--- src/sv/drt_pkg.sv ---
// Package for the diagnostic response timer: event, phase and cause codes,
// register indexes, reset values and the state and result structs.
// No dependencies.
`timescale 1ns / 1ps
`default_nettype none

package drt_pkg;

    localparam int TimerWidth   = 16;
    localparam int SidWidth     = 8;
    localparam int FuncWidth    = 3;
    localparam int PhaseWidth   = 2;
    localparam int CauseWidth   = 2;
    localparam int CfgIdxWidth  = 8;

    // Event codes.
    localparam logic [FuncWidth-1:0] FuncStart    = 3'd0;
    localparam logic [FuncWidth-1:0] FuncStop     = 3'd1;
    localparam logic [FuncWidth-1:0] FuncAck      = 3'd2;
    localparam logic [FuncWidth-1:0] FuncNack     = 3'd3;
    localparam logic [FuncWidth-1:0] FuncResponse = 3'd4;
    localparam logic [FuncWidth-1:0] FuncPending  = 3'd5;
    localparam logic [FuncWidth-1:0] FuncTick     = 3'd6;

    // Phase codes.
    localparam logic [PhaseWidth-1:0] PhaseIdle = 2'd0;
    localparam logic [PhaseWidth-1:0] PhaseAck  = 2'd1;
    localparam logic [PhaseWidth-1:0] PhaseResp = 2'd2;

    // Finish causes.
    localparam logic [CauseWidth-1:0] CauseSuppressed = 2'd0;
    localparam logic [CauseWidth-1:0] CauseNack       = 2'd1;
    localparam logic [CauseWidth-1:0] CauseResponse   = 2'd2;
    localparam logic [CauseWidth-1:0] CauseTimeout    = 2'd3;

    // Register indexes.
    localparam logic [CfgIdxWidth-1:0] RegAckTimeout      = 8'd0;
    localparam logic [CfgIdxWidth-1:0] RegResponseTimeout = 8'd1;
    localparam logic [CfgIdxWidth-1:0] RegPendingTimeout  = 8'd2;
    localparam logic [CfgIdxWidth-1:0] RegNodeAddress     = 8'd3;

    // Register reset values.
    localparam logic [TimerWidth-1:0] AckTimeoutReset      = 16'd2000;
    localparam logic [TimerWidth-1:0] ResponseTimeoutReset = 16'd50;
    localparam logic [TimerWidth-1:0] PendingTimeoutReset  = 16'd2000;
    localparam logic [TimerWidth-1:0] NodeAddressReset     = 16'd0;

    typedef struct packed {
        logic [PhaseWidth-1:0] phase;
        logic [TimerWidth-1:0] remaining;
        logic [SidWidth-1:0]   sid;
        logic                  suppress;
    } t_state;

    typedef struct packed {
        logic [TimerWidth-1:0] ack_timeout;
        logic [TimerWidth-1:0] response_timeout;
        logic [TimerWidth-1:0] pending_timeout;
        logic [TimerWidth-1:0] node_address;
    } t_cfg;

    typedef struct packed {
        logic                  finish;
        logic [TimerWidth-1:0] finish_address;
        logic [CauseWidth-1:0] finish_cause;
        logic [PhaseWidth-1:0] phase_now;
    } t_result;

endpackage

`default_nettype wire

--- src/sv/drt_ifs.sv ---
// Valid/ready channel interfaces of the diagnostic response timer:
// event requests, result requests and register writes.
// Depends on drt_pkg.
`timescale 1ns / 1ps
`default_nettype none

interface drt_req_if;
    logic                           valid;
    logic                           ready;
    logic [drt_pkg::FuncWidth-1:0]  func;
    logic [drt_pkg::SidWidth-1:0]   service_id;
    logic                           suppress_response;

    modport source (output valid, output func, output service_id,
                    output suppress_response, input ready);
    modport sink   (input valid, input func, input service_id,
                    input suppress_response, output ready);
endinterface

interface drt_rsp_if;
    logic                           valid;
    logic                           ready;
    logic                           finish;
    logic [drt_pkg::TimerWidth-1:0] finish_address;
    logic [drt_pkg::CauseWidth-1:0] finish_cause;
    logic [drt_pkg::PhaseWidth-1:0] phase_now;

    modport source (output valid, output finish, output finish_address,
                    output finish_cause, output phase_now, input ready);
    modport sink   (input valid, input finish, input finish_address,
                    input finish_cause, input phase_now, output ready);
endinterface

interface drt_cfg_if;
    logic                            valid;
    logic                            ready;
    logic [drt_pkg::CfgIdxWidth-1:0] index;
    logic [drt_pkg::TimerWidth-1:0]  data;

    modport source (output valid, output index, output data, input ready);
    modport sink   (input valid, input index, input data, output ready);
endinterface

`default_nettype wire

--- src/sv/drt_core.sv ---
// Next-state and result logic of the diagnostic response timer for one event.
// Depends on drt_pkg.
`timescale 1ns / 1ps
`default_nettype none

module drt_core (
    input  wire logic [drt_pkg::FuncWidth-1:0] i_func,
    input  wire logic [drt_pkg::SidWidth-1:0]  i_service_id,
    input  wire logic                          i_suppress_response,
    input  wire drt_pkg::t_state               i_state,
    input  wire drt_pkg::t_cfg                 i_cfg,
    output drt_pkg::t_state                    o_state,
    output drt_pkg::t_result                   o_result
);

    logic                            match;
    logic                            done;
    logic [drt_pkg::CauseWidth-1:0]  cause;

    assign match = (i_service_id == i_state.sid);

    always_comb begin
        o_state = i_state;
        done    = 1'b0;
        cause   = drt_pkg::CauseSuppressed;
        unique case (i_func)
            drt_pkg::FuncStart: begin
                o_state.sid       = i_service_id;
                o_state.suppress  = i_suppress_response;
                o_state.phase     = drt_pkg::PhaseAck;
                o_state.remaining = i_cfg.ack_timeout;
            end
            drt_pkg::FuncStop: begin
                if (match) begin
                    o_state.phase     = drt_pkg::PhaseIdle;
                    o_state.remaining = '0;
                end
            end
            drt_pkg::FuncAck: begin
                if (i_state.phase == drt_pkg::PhaseAck) begin
                    if (!i_state.suppress) begin
                        o_state.phase     = drt_pkg::PhaseResp;
                        o_state.remaining = i_cfg.response_timeout;
                    end else begin
                        o_state.phase     = drt_pkg::PhaseIdle;
                        o_state.remaining = '0;
                        done              = 1'b1;
                        cause             = drt_pkg::CauseSuppressed;
                    end
                end
            end
            drt_pkg::FuncNack: begin
                if (i_state.phase == drt_pkg::PhaseAck) begin
                    o_state.phase     = drt_pkg::PhaseIdle;
                    o_state.remaining = '0;
                    done              = 1'b1;
                    cause             = drt_pkg::CauseNack;
                end
            end
            drt_pkg::FuncResponse: begin
                if (match && i_state.phase == drt_pkg::PhaseResp) begin
                    o_state.phase     = drt_pkg::PhaseIdle;
                    o_state.remaining = '0;
                    done              = 1'b1;
                    cause             = drt_pkg::CauseResponse;
                end
            end
            drt_pkg::FuncPending: begin
                if (match && i_state.phase == drt_pkg::PhaseResp) begin
                    o_state.remaining = i_cfg.pending_timeout;
                end
            end
            drt_pkg::FuncTick: begin
                if (i_state.phase != drt_pkg::PhaseIdle) begin
                    // A timer loaded with zero expires on its first tick, like one.
                    if (i_state.remaining <= drt_pkg::TimerWidth'(1)) begin
                        o_state.phase     = drt_pkg::PhaseIdle;
                        o_state.remaining = '0;
                        done              = 1'b1;
                        cause             = drt_pkg::CauseTimeout;
                    end else begin
                        o_state.remaining = i_state.remaining - drt_pkg::TimerWidth'(1);
                    end
                end
            end
            default: begin
                // Unknown event code: no change, no finish.
            end
        endcase

        o_result.finish         = done;
        o_result.finish_address = done ? i_cfg.node_address : '0;
        o_result.finish_cause   = done ? cause : drt_pkg::CauseSuppressed;
        o_result.phase_now      = o_state.phase;
    end

endmodule

`default_nettype wire

--- src/sv/diagnostic_response_timeout_fsm.sv ---
// Top level of the diagnostic response timer: register file, request state and
// result register. Depends on drt_pkg, the channel interfaces and drt_core.
`timescale 1ns / 1ps
`default_nettype none

// The block follows one diagnostic request through its timing phases and
// answers every event request with exactly one result request. An event is
// accepted whenever the result register is empty or its result is being taken
// in the same cycle, so one event per clock is sustained while the consumer
// keeps up, and each result is registered in the cycle after its event.
// The whole update of the request state (a compare of the service id, a load
// of a timeout or a decrement of the 16-bit tick counter) is combinational,
// and the state register is written at the same edge as the result register,
// so the next event already sees it. The three timeouts and the node address
// are written through the configuration channel, which is always ready;
// writes to indexes beyond the register list are accepted and dropped.
// Registers should only be written while no event result is outstanding.

module diagnostic_response_timeout_fsm (
    input  wire logic   i_clk,
    input  wire logic   i_rst_n,
    drt_req_if.sink     i_req,
    drt_rsp_if.source   o_rsp,
    drt_cfg_if.sink     i_cfg
);

    drt_pkg::t_cfg    r_cfg;
    drt_pkg::t_state  r_state;
    drt_pkg::t_state  n_state;
    drt_pkg::t_result r_result;
    drt_pkg::t_result n_result;
    logic             r_valid;
    logic             accept;

    // Register writes are taken in every cycle.
    assign i_cfg.ready = 1'b1;

    always_ff @(posedge i_clk) begin
        if (!i_rst_n) begin
            r_cfg.ack_timeout      <= drt_pkg::AckTimeoutReset;
            r_cfg.response_timeout <= drt_pkg::ResponseTimeoutReset;
            r_cfg.pending_timeout  <= drt_pkg::PendingTimeoutReset;
            r_cfg.node_address     <= drt_pkg::NodeAddressReset;
        end else if (i_cfg.valid) begin
            unique case (i_cfg.index)
                drt_pkg::RegAckTimeout:      r_cfg.ack_timeout      <= i_cfg.data;
                drt_pkg::RegResponseTimeout: r_cfg.response_timeout <= i_cfg.data;
                drt_pkg::RegPendingTimeout:  r_cfg.pending_timeout  <= i_cfg.data;
                drt_pkg::RegNodeAddress:     r_cfg.node_address     <= i_cfg.data;
                default: begin
                    // Writes outside the register list have no effect.
                end
            endcase
        end
    end

    // The result register frees itself in the cycle its result is taken, so
    // the event side keeps streaming while the consumer keeps up.
    assign i_req.ready = !r_valid || o_rsp.ready;
    assign accept      = i_req.valid && i_req.ready;

    drt_core u_core (
        .i_func              (i_req.func),
        .i_service_id        (i_req.service_id),
        .i_suppress_response (i_req.suppress_response),
        .i_state             (r_state),
        .i_cfg               (r_cfg),
        .o_state             (n_state),
        .o_result            (n_result)
    );

    // Request state advances only on accepted events.
    always_ff @(posedge i_clk) begin
        if (!i_rst_n) begin
            r_state.phase     <= drt_pkg::PhaseIdle;
            r_state.remaining <= '0;
            r_state.sid       <= '0;
            r_state.suppress  <= 1'b0;
        end else if (accept) begin
            r_state <= n_state;
        end
    end

    always_ff @(posedge i_clk) begin
        if (!i_rst_n) begin
            r_valid <= 1'b0;
        end else if (accept) begin
            r_valid <= 1'b1;
        end else if (o_rsp.ready) begin
            r_valid <= 1'b0;
        end
    end

    // The payload needs no reset; it is only looked at while valid is high.
    always_ff @(posedge i_clk) begin
        if (accept) begin
            r_result <= n_result;
        end
    end

    assign o_rsp.valid          = r_valid;
    assign o_rsp.finish         = r_result.finish;
    assign o_rsp.finish_address = r_result.finish_address;
    assign o_rsp.finish_cause   = r_result.finish_cause;
    assign o_rsp.phase_now      = r_result.phase_now;

endmodule

`default_nettype wire
--- src/flat_wrapper.sv ---
// flat-port wrapper written by rule: the top's interface ports become plain ports
module diagnostic_response_timeout_fsm_flat 
  (i_clk, i_rst_n, i_req_valid, i_req_func, i_req_service_id, i_req_suppress_response, i_req_ready, o_rsp_valid, o_rsp_finish, o_rsp_finish_address, o_rsp_finish_cause, o_rsp_phase_now, o_rsp_ready, i_cfg_valid, i_cfg_index, i_cfg_data, i_cfg_ready);
  drt_req_if i_req_i ();
  drt_rsp_if o_rsp_i ();
  drt_cfg_if i_cfg_i ();
  input  wire logic i_clk;
  input  wire logic i_rst_n;
  input wire logic [$bits(i_req_i.valid)-1:0] i_req_valid;
  input wire logic [$bits(i_req_i.func)-1:0] i_req_func;
  input wire logic [$bits(i_req_i.service_id)-1:0] i_req_service_id;
  input wire logic [$bits(i_req_i.suppress_response)-1:0] i_req_suppress_response;
  output wire logic [$bits(i_req_i.ready)-1:0] i_req_ready;
  output wire logic [$bits(o_rsp_i.valid)-1:0] o_rsp_valid;
  output wire logic [$bits(o_rsp_i.finish)-1:0] o_rsp_finish;
  output wire logic [$bits(o_rsp_i.finish_address)-1:0] o_rsp_finish_address;
  output wire logic [$bits(o_rsp_i.finish_cause)-1:0] o_rsp_finish_cause;
  output wire logic [$bits(o_rsp_i.phase_now)-1:0] o_rsp_phase_now;
  input wire logic [$bits(o_rsp_i.ready)-1:0] o_rsp_ready;
  input wire logic [$bits(i_cfg_i.valid)-1:0] i_cfg_valid;
  input wire logic [$bits(i_cfg_i.index)-1:0] i_cfg_index;
  input wire logic [$bits(i_cfg_i.data)-1:0] i_cfg_data;
  output wire logic [$bits(i_cfg_i.ready)-1:0] i_cfg_ready;
  assign i_req_i.valid = i_req_valid;
  assign i_req_i.func = i_req_func;
  assign i_req_i.service_id = i_req_service_id;
  assign i_req_i.suppress_response = i_req_suppress_response;
  assign i_req_ready = i_req_i.ready;
  assign o_rsp_valid = o_rsp_i.valid;
  assign o_rsp_finish = o_rsp_i.finish;
  assign o_rsp_finish_address = o_rsp_i.finish_address;
  assign o_rsp_finish_cause = o_rsp_i.finish_cause;
  assign o_rsp_phase_now = o_rsp_i.phase_now;
  assign o_rsp_i.ready = o_rsp_ready;
  assign i_cfg_i.valid = i_cfg_valid;
  assign i_cfg_i.index = i_cfg_index;
  assign i_cfg_i.data = i_cfg_data;
  assign i_cfg_ready = i_cfg_i.ready;
  diagnostic_response_timeout_fsm u_core (.i_clk(i_clk), .i_rst_n(i_rst_n), .i_req(i_req_i), .o_rsp(o_rsp_i), .i_cfg(i_cfg_i));
endmodule
--- config.mk ---
export PLATFORM = sky130hd
export DESIGN_NAME = diagnostic_response_timeout_fsm_flat
export DESIGN_NICKNAME = d
export VERILOG_FILES = /design/src/sv/drt_pkg.sv /design/src/sv/drt_ifs.sv /design/src/sv/drt_core.sv /design/src/sv/diagnostic_response_timeout_fsm.sv /design/src/flat_wrapper.sv
export SDC_FILE = /design/constraint.sdc
export NUM_CORES = 1
export LEC_CHECK = 0
export ABC_AREA = 1
export ABC_CLOCK_PERIOD_IN_PS = 3700
export BUFFER_PORTS_ARGS = -buffer_cell sky130_fd_sc_hd__buf_4
export CAP_MARGIN = 20
export CORE_ASPECT_RATIO = 1.5
export CORE_MARGIN = 2
export CORE_UTILIZATION = 41
export DETAILED_ROUTE_END_ITERATION = 16
export GPL_TIMING_DRIVEN = 0
export SLEW_MARGIN = 25
export SYNTH_ARGS = -nofsm -noshare
export SYNTH_HDL_FRONTEND = slang
export SYNTH_SLANG_ARGS = --single-unit
--- constraint.sdc ---
create_clock -name i_clk -period 3.7 [get_ports i_clk]
set_input_delay 0.185 -clock i_clk [delete_from_list [all_inputs] [get_ports i_clk]]
set_output_delay 0.185 -clock i_clk [all_outputs]
set_load 0.02 [all_outputs]
==> impl_metrics.toml <==
[run_status]
outcome = "finished clean"

[die]
die_w_um = 95.3
die_h_um = 141
io_pins = 65
die-area_sq_um = 13400
start_util = 0.416
core_sq_um = 12300
row_count = 50

[timing]
tightestPinTransition_ns = 0.889
maxSlewHeadroom = 0.407
finalHoldViolCount = 0
clock.fmax_mhz = 446
rsz0062_at_grt = "no"
fin_skew_ns = 0.00582
finalSetupViolCount = 0
min_period_over_period = 0.607
drv_slew = 0
tns_ns = 0
period_minus_slack_ns = 2.24

[cts]
post_cts_resized = 0
cts_htree_levels = 4
cts_max_path_buffers = 2
tritoncts = "built"
clk_pin_slew_ns = 0.06
cts_sinks = 113
cts_buffers = 17
hold_buffers = 0
clockRootBuffer = "clkbuf_16"
post_cts_buffers = 0
worstSkewPairLatency_ns = 0.41

[pwr]
pwr_density_cell_nw_per_um2 = 533
power_leakage_uw = 0.00281
ir_drop_uv = 324
finalPower_uw = 3420

[critical_path]
crit_type = "flip-flop to flip-flop"
r2r-start = "u_core.o_rsp.valid"
critical_path_arrival_ns = 2.53
crit_required_ns = 3.99
cp-end-kind = "flip-flop"
critPathLaunchType = "flip-flop"
path_max_fanout = 23
r2r_end = "u_core.r_state[21]"
ff2ff_setup_slack_ns = 1.46
r2r_cells = 8

[hold_path]
hold_class = "input port to flip-flop"
holdCritStartpoint = "i_req_service_id[2]"
whs_path_depth = 3
hold-path-endpoint = "u_core.r_state[3]"

[layout]
layoutNonFillerInstCount = 943
syn_to_final_growth_pct = 25.2
final_core_util = 0.521
layout_commonest_cell = "nand2_1"
fillerInstances = 1187
diodes = 0
finalInstanceArea_sq_um = 6430
nets = 817
final_cell_mix = "143 x nand2_1, 126 x nor2_1, 92 x dfxtp_1"
drive_gt1_frac = 0.175

[synth]
syn_area_sq_um = 5130
yosys.cell_types.count = 35
synth.largest_area_cell = "dfxtp_1"
ys_seq_elements = 113
yosys_warnings = 0
synth_nets = 736
avgSynthCellArea_sq_um = 7.40
seq_area_frac_synth = 0.482
netlist_instances = 693
synth_top_cell_area_share = 0.359
synth.area.top_cells = "dfxtp_1 36%, edfxtp_1 12%, nand2_1 10%"

[detailed_routing]
via_count = 4760
viasPerCell = 5.05
wl_per_cell_um = 15.2
routed_wirelength_um = 14400
first_iter_violations = 192
drc = 0
ant_nets = 0
dr.pass1.iters = 5

[global_route]
grt_max_degree = 24
grt_overflow = 0
grt_util_all_layers = 0.223
antenna_found_initial = 0
grt_pass1_vias = 4670
grt_pass1_wl_um = 22500

[place]
place.gp.congestion = 0.896
dp.cells = 911
dpl_cell_area_sq_um = 5790
hpwlAfterDp_um = 10600
io_buffers = 62

[flow_run]
maxCapViolCount = 0
[stage by stage]
step	setup WS [ns]	hold slack, ns
final	1.46	0.00943
after CTS	1.48	0.00215
after floorplan	1.70	0.298
after detailed placement	1.53	0.430
after global routing	1.25	0.00659
after global placement	1.53	0.428
[report_power, final]
group          switching, uW  leakage, uW  total, uW  internal [uW]
sequential              20.6     0.000958       1310           1290
clock                    616     0.000300       1750           1130
combinational            235      0.00155        367            133
total                    871      0.00281       3420           2550
[cells by family (layout without fill, tap and decap cells)]
logic type,after synthesis,in the layout,synth area share
and+or+nand+nor,331,331,0.267
AOI/OAI and AO/OA,135,135,0.140
DFF,113,113,0.482
buffers and inverters,100,194,0.0863
xor gates and xnor gates,11,11,0.0188
adders and majority gates,2,2,0.00488
other,1,1,0.000731
[cell type report]
class,instances,area [sq um],area share
sequential,113,2470,0.385
multi-input combinational,480,2220,0.345
timing repair buffer,62,465,0.0724
clock buffer,17,425,0.0662
inverter,73,274,0.0426
clock inverter,15,209,0.0325
tap,156,195,0.0304
buffer,27,169,0.0263
[sequential cells by signal, indices dropped and copies added (netlist names)]
name	count
u_core.o_rsp.phase_now	2
u_core.o_rsp.finish_address	16
u_core.o_rsp.finish_cause	2
u_core.r_state	27
u_core.r_cfg	64
u_core.o_rsp.finish	1
u_core.o_rsp.valid	1
[synth_stat cells]
library cell,n
a21boi_1,1
a21oi_1,46
a22oi_1,8
a22oi_2,1
buf_2,6
buf_4,3
buf_6,4
bufbuf_8,1
clkbuf_1,12
clkbuf_4,1
conb_1,1
dfxtp_1,92
edfxtp_1,21
ha_1,2
inv_1,62
inv_2,11
nand2_1,143
nand2_2,5
nand3_1,34
nand3_2,1
nand4_1,8
nor2_1,126
nor2_2,7
nor2_4,1
nor3_1,2
nor3_2,2
nor3b_1,1
o211ai_1,4
o21ai_0,71
o21ai_1,2
o21ai_2,1
o22ai_1,1
or2_1,1
xnor2_1,4
xor2_1,7
[critical path, stage by stage (launching register included)]
cell	delay [ns]
dfxtp_1	0.31
nand2_1	0.10
nand2_1	0.13
inv_1	0.68
nand3_1	0.18
nor2_1	0.20
nand2_2	0.17
inv_1	0.25
a21oi_1	0.11
[per-layer routing]
| metal | GRT usage | wire [um] | vias to the layer above |
|---|---|---|---|
| li1 | - | - | 2392 |
| met1 | 0.236 | 5530 | 2199 |
| met2 | 0.400 | 7600 | 133 |
| met3 | 0.0492 | 618 | 36 |
| met4 | 0.124 | 629 | 0 |
| met5 | 0 | 0 | - |
[worst max path at each step]
stage,start,end,slack [ns],cells after the start
final,u_core.o_rsp.valid,u_core.r_state[21],1.46,8
after detailed placement,u_core.r_state[9],u_core.r_state[16],1.53,9
after CTS,u_core.o_rsp.valid,u_core.r_state[13],1.48,8
after global placement,u_core.r_state[9],u_core.r_state[16],1.53,9
after global routing,u_core.o_rsp.valid,u_core.r_state[13],1.25,10
after floorplan,u_core.o_rsp.valid,u_core.r_state[13],1.70,10
No activity file was read; power rests on OpenSTA's default activity.
